**src/rtl/kdlp_pkg.sv**
```systemverilog
// Shared types and constants for the key debounce and long-press block.
// Used by kdlp_core and key_debounce_long_press_top; no dependencies.
package kdlp_pkg;

   // Input item: a scan tick with key levels, or a read of the next event.
   typedef struct packed {
      logic action;
      logic set_key_n;
      logic start_key_n;
      logic recall_key_n;
      logic charger_n;
   } req_type;

   // Result item.
   typedef struct packed {
      logic [3:0] event_code;
      logic [6:0] stable_keys;
   } rsp_type;

   typedef enum logic {
      ACT_TICK = 1'b0,
      ACT_READ = 1'b1
   } action_type;

   // Configuration register indexes.
   typedef enum logic {
      CSR_DEBOUNCE_TICKS = 1'b0,
      CSR_HOLD_TICKS     = 1'b1
   } csr_index_type;

   localparam logic [7:0] DEBOUNCE_TICKS_RESET = 8'd5;
   localparam logic [9:0] HOLD_TICKS_RESET     = 10'd600;

   // Event codes returned on a read.
   typedef enum logic [3:0] {
      EV_NONE        = 4'd0,
      EV_START       = 4'd1,
      EV_SET         = 4'd2,
      EV_RECALL      = 4'd3,
      EV_RS_HOLD     = 4'd4,
      EV_SET_HOLD    = 4'd5,
      EV_RCL_HOLD    = 4'd6,
      EV_SS_HOLD     = 4'd7,
      EV_SR_HOLD     = 4'd8,
      EV_CHARGING    = 4'd9,
      EV_START_HOLD  = 4'd10
   } event_type;

   // Bit positions in the pending event flags, lowest bit read first.
   localparam int PEND_START      = 0;
   localparam int PEND_SET        = 1;
   localparam int PEND_RECALL     = 2;
   localparam int PEND_RS_HOLD    = 3;
   localparam int PEND_SET_HOLD   = 4;
   localparam int PEND_RCL_HOLD   = 5;
   localparam int PEND_SS_HOLD    = 6;
   localparam int PEND_SR_HOLD    = 7;
   localparam int PEND_START_HOLD = 8;
   localparam int PEND_COUNT      = 9;

   // Bit positions in the seven-bit key pattern.
   localparam int KEY_START_RECALL = 0;
   localparam int KEY_SET          = 1;
   localparam int KEY_START        = 2;
   localparam int KEY_RECALL       = 3;
   localparam int KEY_START_SET    = 4;
   localparam int KEY_RECALL_SET   = 6;

   function automatic event_type pend_code(input logic [3:0] idx);
      event_type code;
      case (idx)
         4'd0:    code = EV_START;
         4'd1:    code = EV_SET;
         4'd2:    code = EV_RECALL;
         4'd3:    code = EV_RS_HOLD;
         4'd4:    code = EV_SET_HOLD;
         4'd5:    code = EV_RCL_HOLD;
         4'd6:    code = EV_SS_HOLD;
         4'd7:    code = EV_SR_HOLD;
         4'd8:    code = EV_START_HOLD;
         default: code = EV_NONE;
      endcase
      return code;
   endfunction

endpackage

```
**src/rtl/kdlp_core.sv**
```systemverilog
// Debounce, hold timing and pending event state, plus the two configuration
// registers. Computes the result of one item combinationally. Uses kdlp_pkg.
module kdlp_core import kdlp_pkg::*; (
   input  logic       clock,
   input  logic       reset,
   input  logic       step,
   input  req_type    item,
   input  logic       csr_write,
   input  logic       csr_index,
   input  logic [9:0] csr_data,
   output rsp_type    result
);

   logic [7:0]  debounce_ticks_ff, debounce_ticks_in;
   logic [9:0]  hold_ticks_ff, hold_ticks_in;
   logic [6:0]  previous_pattern_ff, previous_pattern_in;
   logic [7:0]  stable_count_ff, stable_count_in;
   logic [6:0]  accepted_pattern_ff, accepted_pattern_in;
   logic [6:0]  last_accepted_ff, last_accepted_in;
   logic [10:0] hold_count_ff, hold_count_in;
   logic [8:0]  pending_ff, pending_in;

   logic        set_dn, start_dn, recall_dn;
   logic [6:0]  cur;
   logic [7:0]  sc_inc;
   logic [6:0]  acc_next;
   logic [6:0]  released;
   logic [10:0] hold_limit;
   logic [10:0] hold_mid;
   logic [8:0]  latch_bits;
   logic [3:0]  first_idx;
   logic        any_pending;
   event_type   code;

   always_comb begin
      debounce_ticks_in = debounce_ticks_ff;
      hold_ticks_in     = hold_ticks_ff;
      if (csr_write) begin
         case (csr_index_type'(csr_index))
            CSR_DEBOUNCE_TICKS: debounce_ticks_in = csr_data[7:0];
            CSR_HOLD_TICKS:     hold_ticks_in     = csr_data;
            default:            ;
         endcase
      end
   end

   assign set_dn    = !item.set_key_n;
   assign start_dn  = !item.start_key_n;
   assign recall_dn = !item.recall_key_n;

   always_comb begin
      cur = '0;
      cur[KEY_START_RECALL] = start_dn && recall_dn;
      cur[KEY_SET]          = set_dn;
      cur[KEY_START]        = start_dn;
      cur[KEY_RECALL]       = recall_dn;
      cur[KEY_START_SET]    = start_dn && set_dn;
      cur[KEY_RECALL_SET]   = recall_dn && set_dn;
   end

   assign hold_limit = {1'b0, hold_ticks_ff} + 11'd1;

   // Scan tick: debounce, then hold timing on the accepted pattern.
   always_comb begin
      sc_inc     = (stable_count_ff != 8'hFF) ? stable_count_ff + 8'd1 : stable_count_ff;
      acc_next   = accepted_pattern_ff;
      released   = '0;
      latch_bits = '0;
      hold_mid   = hold_count_ff;
      previous_pattern_in = previous_pattern_ff;
      stable_count_in     = stable_count_ff;
      last_accepted_in    = last_accepted_ff;
      hold_count_in       = hold_count_ff;

      if (cur != previous_pattern_ff) begin
         stable_count_in     = '0;
         previous_pattern_in = cur;
      end else begin
         stable_count_in = sc_inc;
         if (sc_inc >= debounce_ticks_ff) begin
            stable_count_in  = debounce_ticks_ff;
            acc_next         = previous_pattern_ff;
            released         = last_accepted_ff & ~previous_pattern_ff;
            last_accepted_in = previous_pattern_ff;
         end

         if (hold_count_ff == {1'b0, hold_ticks_ff}) begin
            if (cur[KEY_START_RECALL])          latch_bits[PEND_SR_HOLD]    = 1'b1;
            else if (acc_next[KEY_START_SET])   latch_bits[PEND_SS_HOLD]    = 1'b1;
            else if (cur[KEY_RECALL_SET])       latch_bits[PEND_RS_HOLD]    = 1'b1;
            else if (acc_next[KEY_SET])         latch_bits[PEND_SET_HOLD]   = 1'b1;
            else if (acc_next[KEY_START])       latch_bits[PEND_START_HOLD] = 1'b1;
            else if (acc_next[KEY_RECALL])      latch_bits[PEND_RCL_HOLD]   = 1'b1;
            hold_mid = hold_limit;
         end else if (hold_count_ff < {1'b0, hold_ticks_ff}) begin
            if (released[KEY_SET])              latch_bits[PEND_SET]    = 1'b1;
            else if (released[KEY_START])       latch_bits[PEND_START]  = 1'b1;
            else if (released[KEY_RECALL])      latch_bits[PEND_RECALL] = 1'b1;
         end else begin
            hold_mid = hold_limit;
         end

         if (acc_next[KEY_SET] || acc_next[KEY_START] || acc_next[KEY_RECALL]) begin
            hold_count_in = hold_mid + 11'd1;
         end else begin
            hold_count_in = '0;
         end
      end
   end

   // Read: lowest pending flag wins.
   always_comb begin
      first_idx = '0;
      for (int i = PEND_COUNT - 1; i >= 0; i--) begin
         if (pending_ff[i]) first_idx = 4'(i);
      end
   end

   assign any_pending = |pending_ff;

   always_comb begin
      code       = EV_NONE;
      pending_in = pending_ff;
      if (item.action == ACT_READ) begin
         if (any_pending) begin
            code = pend_code(first_idx);
            pending_in[first_idx] = 1'b0;
         end else if (!item.charger_n) begin
            code = EV_CHARGING;
         end
      end else begin
         pending_in = pending_ff | latch_bits;
      end
   end

   always_comb begin
      result.event_code  = code;
      result.stable_keys = (item.action == ACT_READ) ? accepted_pattern_ff : acc_next;
   end

   assign accepted_pattern_in = acc_next;

   always_ff @(posedge clock) begin
      if (reset) begin
         debounce_ticks_ff   <= DEBOUNCE_TICKS_RESET;
         hold_ticks_ff       <= HOLD_TICKS_RESET;
         previous_pattern_ff <= '0;
         stable_count_ff     <= '0;
         accepted_pattern_ff <= '0;
         last_accepted_ff    <= '0;
         hold_count_ff       <= '0;
         pending_ff          <= '0;
      end else begin
         debounce_ticks_ff <= debounce_ticks_in;
         hold_ticks_ff     <= hold_ticks_in;
         if (step) begin
            pending_ff <= pending_in;
            if (item.action == ACT_TICK) begin
               previous_pattern_ff <= previous_pattern_in;
               stable_count_ff     <= stable_count_in;
               accepted_pattern_ff <= accepted_pattern_in;
               last_accepted_ff    <= last_accepted_in;
               hold_count_ff       <= hold_count_in;
            end
         end
      end
   end

   // A read never touches the debounce or hold state.
   assert property (@(posedge clock) disable iff (reset)
      step && item.action == ACT_READ |=> $stable(hold_count_ff) && $stable(accepted_pattern_ff))
      else $error("read item changed key state");

   // The last accepted pattern always tracks the accepted pattern.
   assert property (@(posedge clock) disable iff (reset)
      last_accepted_ff == accepted_pattern_ff)
      else $error("last accepted pattern diverged");

   // A tick never clears a pending event.
   assert property (@(posedge clock) disable iff (reset)
      step && item.action == ACT_TICK |=> (pending_ff & $past(pending_ff)) == $past(pending_ff))
      else $error("tick cleared a pending event");

endmodule

```
**src/rtl/key_debounce_long_press_top.sv**
```systemverilog
// Key debounce with long-press detection: input register, core, result register.
// Each item passes from the input register through kdlp_core into the result register;
// throughput: one item per cycle while the result register is empty or rsp_ready is high.
// kdlp_core computes each result combinationally. A stalled result holds back at most one item.
// Synchronous active-high reset clears the valid flags and core state; debounce_ticks
// resets to 5 and hold_ticks to 600. Configuration writes are taken every cycle.
module key_debounce_long_press_top import kdlp_pkg::*; (
   input  logic       clock,
   input  logic       reset,
   input  logic       req_valid,
   output logic       req_ready,
   input  req_type    req_data,
   output logic       rsp_valid,
   input  logic       rsp_ready,
   output rsp_type    rsp_data,
   input  logic       csr_valid,
   output logic       csr_ready,
   input  logic       csr_index,
   input  logic [9:0] csr_data
);

   logic    in_valid_ff, in_valid_in;
   req_type in_data_ff;
   logic    out_valid_ff, out_valid_in;
   rsp_type out_data_ff;
   rsp_type core_result;
   logic    advance;

   assign advance   = in_valid_ff && (!out_valid_ff || rsp_ready);
   assign req_ready = !in_valid_ff || advance;
   assign csr_ready = 1'b1;

   kdlp_core u_core (
      .clock     (clock),
      .reset     (reset),
      .step      (advance),
      .item      (in_data_ff),
      .csr_write (csr_valid && csr_ready),
      .csr_index (csr_index),
      .csr_data  (csr_data),
      .result    (core_result)
   );

   assign in_valid_in  = req_valid ? 1'b1 : (in_valid_ff && !advance);
   assign out_valid_in = advance ? 1'b1 : (out_valid_ff && !rsp_ready);

   always_ff @(posedge clock) begin
      if (reset) begin
         in_valid_ff  <= 1'b0;
         out_valid_ff <= 1'b0;
      end else begin
         if (req_ready) in_valid_ff <= in_valid_in;
         out_valid_ff <= out_valid_in;
      end
   end

   always_ff @(posedge clock) begin
      if (req_valid && req_ready) in_data_ff <= req_data;
      if (advance) out_data_ff <= core_result;
   end

   assign rsp_valid = out_valid_ff;
   assign rsp_data  = out_data_ff;

   // Pair bits imply both of their single-key bits, and the unused bit 5 stays clear.
   assert property (@(posedge clock) disable iff (reset)
      rsp_valid |->
         (!rsp_data.stable_keys[KEY_START_RECALL] ||
            (rsp_data.stable_keys[KEY_START] && rsp_data.stable_keys[KEY_RECALL])) &&
         (!rsp_data.stable_keys[KEY_START_SET] ||
            (rsp_data.stable_keys[KEY_START] && rsp_data.stable_keys[KEY_SET])) &&
         (!rsp_data.stable_keys[KEY_RECALL_SET] ||
            (rsp_data.stable_keys[KEY_RECALL] && rsp_data.stable_keys[KEY_SET])) &&
         !rsp_data.stable_keys[5])
      else $error("inconsistent stable key pattern");

   // A scan tick always reports no event.
   assert property (@(posedge clock) disable iff (reset)
      advance && in_data_ff.action == ACT_TICK |=> rsp_data.event_code == EV_NONE)
      else $error("tick produced an event code");

   // Every transfer into the result register comes from a held input item.
   assert property (@(posedge clock) disable iff (reset)
      advance |=> rsp_valid && (!$past(in_valid_ff) == 1'b0))
      else $error("result without input item");

   // An empty input register always takes a new item.
   assert property (@(posedge clock) disable iff (reset)
      !in_valid_ff |-> req_ready)
      else $error("input stalled while empty");

endmodule
```
**config.mk**
```make
export PLATFORM = sky130hd
export DESIGN_NAME = key_debounce_long_press_top
export DESIGN_NICKNAME = d
export VERILOG_FILES = /design/src/rtl/kdlp_pkg.sv /design/src/rtl/kdlp_core.sv /design/src/rtl/key_debounce_long_press_top.sv
export SDC_FILE = /design/constraint.sdc
export NUM_CORES = 1
export LEC_CHECK = 0
export ABC_AREA = 1
export BUFFER_PORTS_ARGS = -buffer_cell sky130_fd_sc_hd__buf_2
export CAP_MARGIN = 10
export CORE_MARGIN = 1
export CORE_UTILIZATION = 55
export DETAILED_ROUTE_END_ITERATION = 10
export PLACE_DENSITY = 0.77
export SYNTH_ARGS = -nofsm -noshare
export SYNTH_HDL_FRONTEND = slang
export SYNTH_SLANG_ARGS = --single-unit
```
**constraint.sdc**
```tcl
create_clock -name clock -period 3.05 [get_ports clock]
set_input_delay 0.305 -clock clock [delete_from_list [all_inputs] [get_ports clock]]
set_output_delay 0.305 -clock clock [all_outputs]
set_load 0.005 [all_outputs]
```
==> After elaboration in Yosys (flattened, before gate mapping) <==
Memory sizes are Yosys's and may differ from the RTL's.
Cells that the tools add are included.
{ "totals": {"register_bits": 81, "romBits": 64, "inputBits": 21, "out_inout_bits": 14, "wordCells": 119, "n_memories": 1} }
{ "memory_table": {"columns": ["memory", "words", "word_bits", "rd", "rd_clocked_by_memory_dff", "wr", "line_no", "source"], "rows": [
  ["(no name shown)", 16, 4, 1, 0, 0, "kdlp_pkg.sv:71", "case (idx)"]
]} }
{ "op_classes": {"add_sub_neg": 3, "magnitude_cmp": 4, "eq_ne": 4, "n_mux": 55, "n_bitwise": 8, "reduce_logical": 27} }
{ "op_table": {"columns": ["cell", "count"], "rows": [
  ["$mux 4", 14],
  ["$mux 11", 4],
  ["$mux 7", 4],
  ["$mux 9", 3],
  ["$mux 8", 3],
  ["$mux 1", 21],
  ["$add 10x1->11 const B", 1],
  ["$add 11x1->11 const B", 1],
  ["$eq 11x10->1", 1],
  ["$lt 11x10->1", 1],
  ["$and 9x9->9", 1],
  ["$mux 3", 3],
  ["$not 9->9", 1],
  ["$or 9x9->9", 1],
  ["$reduce_or 9->1", 1],
  ["$add 8x1->8 const B", 1],
  ["$ge 8x8->1", 1],
  ["$logic_and 1x1->1", 8],
  ["$ne 8x8->1 const B", 1],
  ["$reduce_and 2->1", 4],
  ["$logic_not 1->1", 7],
  ["$mux 6", 1],
  ["$ne 6x6->1", 1],
  ["$reduce_and 3->1", 2],
  ["10 further kinds", 15]
]} }

==> Logic depth before layout (Yosys ltp) <==
Gate-level depths: netlist (run 1).
{ "logic_depth": {"depth_word": 17, "ltp_mapped": 19, "ltp_nobuf": 18} }

==> Hierarchy <==
Synthesis (run 1) repeated with hierarchy kept, for this count alone.
{ "unflattened": {"hier_cells": 634, "hier_area_um2": 4645.7} }
{ "by_module_without_submodules": {"columns": ["mod", "instances", "cells_per_inst", "area_per_inst_um2", "seq_area_each_um2"], "rows": [
  ["kdlp_core", 1, 604, 4062.6, 1241.2],
  ["key_debounce_long_press_top", 1, 30, 583.1, 520.5]
]} }

==> Least setup slack after synthesis (run 1) <==
Ideal clock, no wire load.
{ "synth_timing": {"kind": "register to register", "from": "reg u_core.stable_count_ff[0]", "to": "reg u_core.hold_count_ff[4]", "setup_ps": 132, "t_arrival_ps": 2869, "t_required_ps": 2918, "slack_ps": 49, "stages_incl_launch_ff": 18, "path_buffers": 1, "synth_period_minus_slack_ps": 3001, "path_cell_list": "dfxtp_1 ha_1 nand2_1 nor3_1 nand3_1 mux2_2 ha_1 a21oi_1 o21ai_0 nand2_1 nand3_1 buf_2 o21ai_1 nand3_1 nand2_1 clkinv_2 o21ai_1 a21oi_1"} }
{ "synth_via": {"elab_chain_len": 8, "elab_cells_between_ends": 9, "classes_between": "1 x add/sub; 1 x order compare; 1 x eq/ne; 4 x mux; 2 x reduce/logical"} }
{ "synth_rtl": {"columns": ["element", "line_no", "source"], "rows": [
  ["start, declared", "kdlp_core.sv:17", "logic [7:0] stable_count_ff, stable_count_in;"],
  ["start signal, assigned", "kdlp_core.sv:160", "stable_count_ff <= stable_count_in;"],
  ["$add 8x1->8 or $ne 8x8->1 (tied branches)", "kdlp_core.sv:65", "sc_inc = (stable_count_ff != 8'hFF) ? stable_count_ff + 8'd1 : stable_count_ff;"],
  ["$mux 8 (*)", "kdlp_core.sv:65", null],
  ["$ge 8x8->1 (*)", "kdlp_core.sv:80", "if (sc_inc >= debounce_ticks_ff) begin"],
  ["$mux 7 (*)", "kdlp_core.sv:80", null],
  ["$mux 7 (*)", "kdlp_core.sv:75", "if (cur != previous_pattern_ff) begin"],
  ["$logic_or 1x1->1", "kdlp_core.sv:103", "if (acc_next[KEY_SET] || acc_next[KEY_START] || acc_next[KEY_RECALL]) begin"],
  ["$logic_or 1x1->1 (*)", "kdlp_core.sv:103", null],
  ["$mux 11 (*)", "kdlp_core.sv:103", null],
  ["end signal, assigned", "kdlp_core.sv:163", "hold_count_ff <= hold_count_in;"],
  ["end, declared", "kdlp_core.sv:20", "logic [10:0] hold_count_ff, hold_count_in;"]
]} }
Every way passes the cells marked *; elsewhere a longest branch is shown, timed or not. The select of a mux whose other input is x is not followed.
A chain may end at the register's enable or synchronous reset.

==> Worst setup path in the final report (run 1) <==
{ "layout_timing": {"from": "reg u_core.stable_count_ff[1]", "to": "reg u_core.pending_ff[5]"} }
{ "layout_via": {"elab_chain_len": 15, "elab_cells_between_ends": 16, "classes_between": "1 x add/sub; 1 x order compare; 1 x eq/ne; 12 x mux; 1 x bitwise"} }
{ "layout_rtl": {"columns": ["element", "line_no", "source"], "rows": [
  ["$add 8x1->8 or $ne 8x8->1 (tied branches)", "kdlp_core.sv:65", null],
  ["$mux 8 (*)", "kdlp_core.sv:65", null],
  ["$ge 8x8->1 (*)", "kdlp_core.sv:80", null],
  ["$mux 7 (*)", "kdlp_core.sv:80", null],
  ["$mux 7 (*)", "kdlp_core.sv:75", null],
  ["$mux 1", "kdlp_core.sv:93", "else if (acc_next[KEY_RECALL]) latch_bits[PEND_RCL_HOLD] = 1'b1;"],
  ["$mux 1", "kdlp_core.sv:92", "else if (acc_next[KEY_START]) latch_bits[PEND_START_HOLD] = 1'b1;"],
  ["$mux 1", "kdlp_core.sv:91", "else if (acc_next[KEY_SET]) latch_bits[PEND_SET_HOLD] = 1'b1;"],
  ["$mux 2", "kdlp_core.sv:90", "else if (cur[KEY_RECALL_SET]) latch_bits[PEND_RS_HOLD] = 1'b1;"],
  ["$mux 3 (*)", "kdlp_core.sv:89", "else if (acc_next[KEY_START_SET]) latch_bits[PEND_SS_HOLD] = 1'b1;"],
  ["$mux 4 (*)", "kdlp_core.sv:88", "if (cur[KEY_START_RECALL]) latch_bits[PEND_SR_HOLD] = 1'b1;"],
  ["$mux 6 (*)", "kdlp_core.sv:87", "if (hold_count_ff == {1'b0, hold_ticks_ff}) begin"],
  ["$mux 9 (*)", "kdlp_core.sv:75", null],
  ["$or 9x9->9 (*)", "kdlp_core.sv:132", "pending_in = pending_ff | latch_bits;"],
  ["$mux 9 (*)", "kdlp_core.sv:124", "if (item.action == ACT_READ) begin"],
  ["end signal, assigned", "kdlp_core.sv:157", "pending_ff <= pending_in;"],
  ["end, declared", "kdlp_core.sv:21", "logic [8:0] pending_ff, pending_in;"]
]} }
Marks and branches as above.

==> run_results.csv, run 1 <==
group,metric,value,unit
critical_path,endpoint_kind,"flop",
clock_tree,root_buffer,"clkbuf_8",
place,place.gp.congestion,0.905,
drt,num_vias,4528,
yosys,syn_inst,649,
pwr,internal-power,1650,µW
yosys,yosysSeqAreaShare,37.2,%
job,cap_violations,0,
pwr,max-vdd-ir-drop,0.248,mV
yosys,synth_top_cell_by_area,"dfxtp_1",
timing,slew_violations,0,
drt,avgViaCountPerCell,5.59,
grt,overflow,0,
grt,grt_max_degree,41,
yosys,synthTopCellsByArea,"dfxtp_1, edfxtp_1, nand2_1, a21oi_1, ha_1",
die,row_count,33,
timing,layout_worst_path_cycle_share,99.9,%
die,die_x,94.9,µm
drt,wirelength,12000,µm
yosys,synthMuxAreaShare,0.237,%
clock_tree,worst_skew_pair.late_latency,0.36,ns
yosys,synth-async-reset-ratio,0,%
yosys,synth_compound_gate_area_share,17.4,%
clock_tree,cts.clk_slew.worst_paths,0.09,ns
final_layout,multiInputGateArea,0.00281,mm²
timing,relSlewSlack,33.9,%
yosys,synth_enable_flop_cells,16,
final_layout,fin_nets,747,
yosys,synth_most_common_cell,"nand2_1",
final_layout,area_growth,19.0,%
yosys,synth.avg_cell_area,7.31,µm²
critical_path,crit_family,"simple AND/OR/NAND/NOR gates",
drt,route.detailed.drc,0,
clock_tree,cts_buffer_depth,2,
grt,grtUsageTotal,26.3,%
pwr,p_sw,634,µW
clock_tree,clkSinkCount,80,
final_layout,register_area,0.00177,mm²
final_layout,final_util,68.0,%
critical_path,arrival,3.34,ns
timing,fmax,328,MHz
clock_tree,cts_made_buffers,9,
timing,grt_setup_unrepaired,"true",
timing,finalSetupViolations,0,
yosys,synthSimpleGateAreaFrac,27.0,%
timing,fin_skew,0.00867,ns
final_layout,drive_above_1_share,23.8,%
drt,drt_iter0_drc,291,
pwr,combPwrFrac,12.3,%
die,core,0.00830,mm²
critical_path,worst-path-buf-inv,4,
grt,grt_pass1_vias,4166,
hold_path,hp-class,"in -> reg",
die,dieArea,0.00900,mm²
drt,wl_per_cell,14.9,µm
critical_path,rrSetupSlack,0.003,ns
final_layout,antenna_cells,0,
critical_path,crit_chain,"ha_4, nand2_4, nor3_4, nand3_2, buf_6, nand3_4, xnor2_2, ha_4, a21oi_2, nor2_1, nor3b_2, buf_4, nand3_4, buf_6, o21ai_4, inv_2, nor2_2, nand4_1, a21oi_2",
yosys,synth_ff_type,"dfxtp_1",
pwr,swShare,27.8,%
critical_path,required,3.35,ns
critical_path,slowest_delay,0.36,ns
final_layout,nFillCells,688,
clock_tree,h-tree-depth,3,
yosys,synth_top_family_by_area,"simple AND/OR/NAND/NOR gates",
grt,antenna_found_initial,0,
status,status,"finished, final reports clean",
pwr,power_per_cell_area,404,mW/mm²
yosys,synth_top_area_share,27.0,%
critical_path,slowest_stage,"dfxtp_2",
die,num_io_pins,35,
timing,min_period,3.05,ns
place,dp_hpwl,8430,µm
critical_path,path_max_fanout,7,
yosys,netlist_area,0.00474,mm²
timing,finalHoldViolations,0,
drt,ant_nets,0,
timing,worst_pin_slew,0.990,ns
critical_path,cp-start-kind,"flop",
clock_tree,cts_tree,"yes",
yosys,synth_cell_types,41,
grt,grt_pass1_wl,18400,µm
critical_path,crit_type,"reg -> reg",
yosys,ys_ff_latch,80,
timing,tns,0,ns
pwr,pwr-share-clk,37.5,%
yosys,synth_nets,696,
die,die_h,94.9,µm
drt,drt_first_pass_iters,5,
pwr,p_seq_share,50.2,%
pwr,p_leak,0.00249,µW
yosys,synth_commonest_cells,"nand2_1, inv_1, a21oi_1",
place,port-buffer-count,33,
die,start_util,57.1,%
yosys,ys_warn_count,0,
yosys,synthXorXnorAreaFrac,1.85,%
yosys,synthAdderAreaFrac,6.86,%
cell families after synthesis:
kind of cell	Yosys count
AOI/OAI and AO/OA	151
xor gates and xnor gates	10
adders and majority gates	26
buffers and inverters	112
DFF	80
muxes	1
other	1
and+or+nand+nor	268
registers in the layout, summed over array words and instances, names as in the netlist:
register / count
in_data_ff: 5
rsp_data: 11
u_core.debounce_ticks_ff: 8
u_core.previous_pattern_ff: 6
in_valid_ff: 1
u_core.pending_ff: 9
u_core.stable_count_ff: 8
rsp_valid: 1
u_core.hold_ticks_ff: 10
u_core.accepted_pattern_ff: 7
u_core.hold_count_ff: 11
u_core.last_accepted_ff: 3
through the flow:
stage,hold slack [ns],cell area (µm²),setup WS [ns],total power [µW],instances
after global placement,0.452,5020,0.0301,1390,779
after detailed placement,0.461,5020,-0.167,1400,779
final,0.109,5640,0.00321,2280,810
after global routing,0.102,5640,-0.134,2360,810
after floorplan,0.404,4740,0.0490,1320,649
after CTS,0.104,5280,0.0297,2240,798
cell usage in the layout, fill, tap and decap left out, types with 3 or more instances in the layout:
cell / n
inv_2: 8
a21oi_1: 67
nand3_1: 28
nand4_1: 11
a21oi_2: 5
nand2_4: 11
nand2_1: 119
o21ai_2: 7
o31ai_1: 3
o21ai_1: 10
nor2_1: 43
clkbuf_8: 11
dfxtp_1: 59
edfxtp_1: 16
nor2_2: 9
xor2_1: 5
nand2_2: 16
xnor2_1: 3
o21ai_0: 43
o211ai_1: 10
buf_4: 17
ha_1: 19
nand3_2: 7
dfxtp_2: 5
nor2_4: 7
ha_4: 7
buf_6: 5
buf_2: 33
inv_1: 84
nand3_4: 3
nor3_1: 7
power by group through the flow:
| stage | Sequential, µW | Combinational [µW] | Clock (µW) |
|---|---|---|---|
| floorplan | 1160 | 159 | 0 |
| global placement | 1170 | 220 | 0 |
| detailed placement | 1170 | 229 | 0 |
| CTS | 1140 | 237 | 856 |
| global route | 1150 | 309 | 903 |
| finish | 1140 | 280 | 855 |
path summary, 6_finish.rpt:
kind | startpoint | endpoint | cells after the start
worst min register to register | u_core.accepted_pattern_ff[5]$_SDFFE_PP0P_ | u_core.accepted_pattern_ff[5]$_SDFFE_PP0P_ | 2
worst max register to register | u_core.stable_count_ff[1]$_SDFFE_PP0P_ | u_core.pending_ff[5]$_SDFFE_PP0P_ | 19
worst min-delay path | req_data[3] | in_data_ff[3]$_DFFE_PP_ | 1
worst max-delay path | u_core.stable_count_ff[1]$_SDFFE_PP0P_ | u_core.pending_ff[5]$_SDFFE_PP0P_ | 19
metal layers:
layer  routed length (µm)  vias to the layer above  global-route usage, %
li1                     -                     2242                      -
met5                    0                        -                      0
met1                 5130                     2088                   32.1
met4                  417                        0                   12.2
met3                  636                       40                   3.95
met2                 5860                      158                   45.4
final cells by class:
class	count	area share, %
multi-input combinational	458	49.9
sequential	80	31.3
inverter	95	6.43
timing repair buffer	55	6.18
clock buffer	11	2.68
tap	105	2.33
clock inverter	5	1.11
timing repair inverter	1	0.0887
repair_timing:
item | CTS | global route
hold buffers | 0 | 0
gates cloned | 1 | 1
pin swaps | 2 | 26
endpoints found under the setup margin | 17 | 34
buffers inserted | 2 | 12
gates resized for setup | 7 | 63
Note: power is estimated with default switching activity, not from simulation.
==> run 2, diff against run 1 <==
Settings changed: BUFFER_PORTS_ARGS -buffer_cell sky130_fd_sc_hd__buf_2 to unset, CORE_UTILIZATION 55 to 58, DONT_BUFFER_PORTS set to 1, PLACE_DENSITY 0.77 to 0.76, REMOVE_ABC_BUFFERS set to 1.
==> run_results.csv, run 2 (same netlist as run 1, synthesis figures left out) <==
group,metric,value,unit
critical_path,endpoint_kind,"flop",
job,cap_violations,0,
critical_path,cp-start-kind,"flop",
timing,relSlewSlack,28.8,%
drt,avgViaCountPerCell,5.64,
pwr,power_per_cell_area,402,mW/mm²
place,place_area,0.00488,mm²
drt,wirelength,10900,µm
pwr,p_seq_share,53.9,%
final_layout,fin_area,0.00530,mm²
grt,overflow,0,
critical_path,crit_type,"reg -> reg",
final_layout,layout_commonest_cell,"nand2_1",
clock_tree,clkSinkCount,80,
drt,wl_per_cell,14.3,µm
timing,fin_hold_ws,-0.0110,ns
clock_tree,cts_made_buffers,9,
critical_path,slowest_stage,"dfxtp_2",
pwr,p_leak,0.00231,µW
place,port-buffer-count,0,
grt,grt_pass1_vias,4036,
pwr,max-vdd-ir-drop,0.245,mV
hold_path,hp-class,"in -> reg",
clock_tree,postCtsHoldBufs,2,
grt,grt_pass1_wl,18100,µm
final_layout,drive_above_1_share,16.4,%
timing,worst_pin_slew,1.07,ns
critical_path,crit_family,"simple AND/OR/NAND/NOR gates",
final_layout,antenna_cells,0,
timing,finalSetupViolations,0,
timing,fin_skew,0.00898,ns
final_layout,area_growth,11.7,%
grt,grt_max_degree,41,
pwr,pwr-share-clk,35.0,%
clock_tree,root_buffer,"clkbuf_8",
die,dieArea,0.00854,mm²
grt,grtUsageTotal,26.7,%
status,status,"complete, but fails checks",
drt,num_vias,4325,
pwr,combPwrFrac,11.1,%
critical_path,path_max_fanout,8,
pwr,internal-power,1510,µW
timing,slew_violations,0,
clock_tree,cts_buffer_depth,2,
timing,fmax,343,MHz
timing,layout_worst_path_cycle_share,95.6,%
die,num_io_pins,35,
pwr,p_sw,620,µW
die,row_count,32,
drt,ant_nets,0,
place,place.gp.congestion,0.936,
final_layout,nFillCells,634,
drt,drt_first_pass_iters,5,
critical_path,required,3.35,ns
pwr,swShare,29.1,%
critical_path,slowest_delay,0.37,ns
final_layout,layout_common_cells,"nand2_1, inv_1, a21oi_1, dfxtp_1",
timing,worst_slack,0.135,ns
critical_path,worst-path-buf-inv,4,
die,core,0.00781,mm²
die,die_x,92.4,µm
final_layout,multiInputGateArea,0.00270,mm²
status,violations,"hold timing",
clock_tree,worst_skew_pair.late_latency,0.37,ns
clock_tree,h-tree-depth,3,
die,die_h,92.4,µm
timing,min_period,2.92,ns
drt,route.detailed.drc,0,
place,dp_slack,-0.0757,ns
clock_tree,cts_tree,"yes",
critical_path,arrival,3.21,ns
die,start_util,60.7,%
final_layout,fin_nets,707,
timing,finalHoldViolations,9,
place,dp_hpwl,8010,µm
clock_tree,cts.clk_slew.worst_paths,0.09,ns
critical_path,crit_chain,"ha_4, nand2_2, nor3_4, buf_4, xor2_2, nand2_1, ha_1, nand2_2, nor2_1, nor3b_2, nand3_4, buf_12, o21ai_4, buf_4, inv_1, nor2_1, nand4_1, a21oi_1",
grt,antenna_found_initial,0,
final_layout,register_area,0.00177,mm²
drt,drt_iter0_drc,251,
pwr,total_power,2130,µW
## run 2: cell count changes in the layout (fill, tap and decap cells not counted), sizes merged, moves of 2 or more
cell         delta
clkinv          +2
buf            -42
dlygate4sd3     +2
inv             +2
## run 2: worst register-to-register path, cell delays in order (launching register included)
cell     delay, ns
dfxtp_2       0.37
ha_4          0.15
nand2_2       0.07
nor3_4        0.23
buf_4         0.15
xor2_2        0.14
nand2_1       0.09
ha_1          0.30
nand2_2       0.09
nor2_1        0.06
nor3b_2       0.24
nand3_4       0.14
buf_12        0.17
o21ai_4       0.14
buf_4         0.13
inv_1         0.04
nor2_1        0.09
nand4_1       0.09
a21oi_1       0.16
## run 2: power groups by stage
stage	sequential [µW]	combinational (µW)	clock, µW
after floorplan	1160	148	0
after global placement	1170	195	0
after detailed placement	1170	203	0
after CTS	1140	206	760
after global routing	1150	267	797
final	1150	237	745
## run 2: through the flow
stage | cells | TNS, ns | utilization, %
5_1_grt | 767 | -0.0878 | 67.9
4_1_cts | 763 | 0 | 65.2
6_report | 767 | 0 | 67.9
2_1_floorplan | 632 | -4.53 | -
3_3_place_gp | 745 | 0 | 62.5
3_5_place_dp | 745 | -0.545 | 62.5
## run 2: routing by layer
| layer | vias up | global-route usage, % | share of wire (%) |
|---|---|---|---|
| met4 | 0 | 12.6 | 3.2 |
| met1 | 2009 | 31.8 | 43 |
| met2 | 129 | 44.7 | 49 |
| met3 | 33 | 6.81 | 5.4 |
| met5 | - | 0 | 0 |
| li1 | 2154 | - | - |
## run 2: path summary, 6_finish.rpt
kind                                              start                                          to  slack (ns)  cells after the start
max              u_core.stable_count_ff[0]$_SDFFE_PP0P_           u_core.pending_ff[5]$_SDFFE_PP0P_        0.13                     18
min                                               reset        u_core.hold_count_ff[5]$_SDFFE_PP0P_       -0.01                      1
max reg2reg      u_core.stable_count_ff[0]$_SDFFE_PP0P_           u_core.pending_ff[5]$_SDFFE_PP0P_        0.13                     18
min reg2reg  u_core.accepted_pattern_ff[5]$_SDFFE_PP0P_  u_core.accepted_pattern_ff[5]$_SDFFE_PP0P_        0.46                      2
## run 2: layout make-up
type	count	area share [%]
Multi-Input combinational cell	457	50.9
Sequential cell	80	33.3
Inverter	95	6.85
Timing Repair Buffer	16	3.00
Tap cell	102	2.41
Clock buffer	9	2.34
Clock inverter	7	1.04
Timing Repair inverter	1	0.118
## run 2: what timing repair did
item | in CTS | in global routing
resized for setup | 4 | 39
endpoints found under the setup margin | 11 | 34
gates cloned | 0 | 2
endpoints found under the hold margin | 21 | 19
setup buffers | 0 | 2
pin swaps | 0 | 10
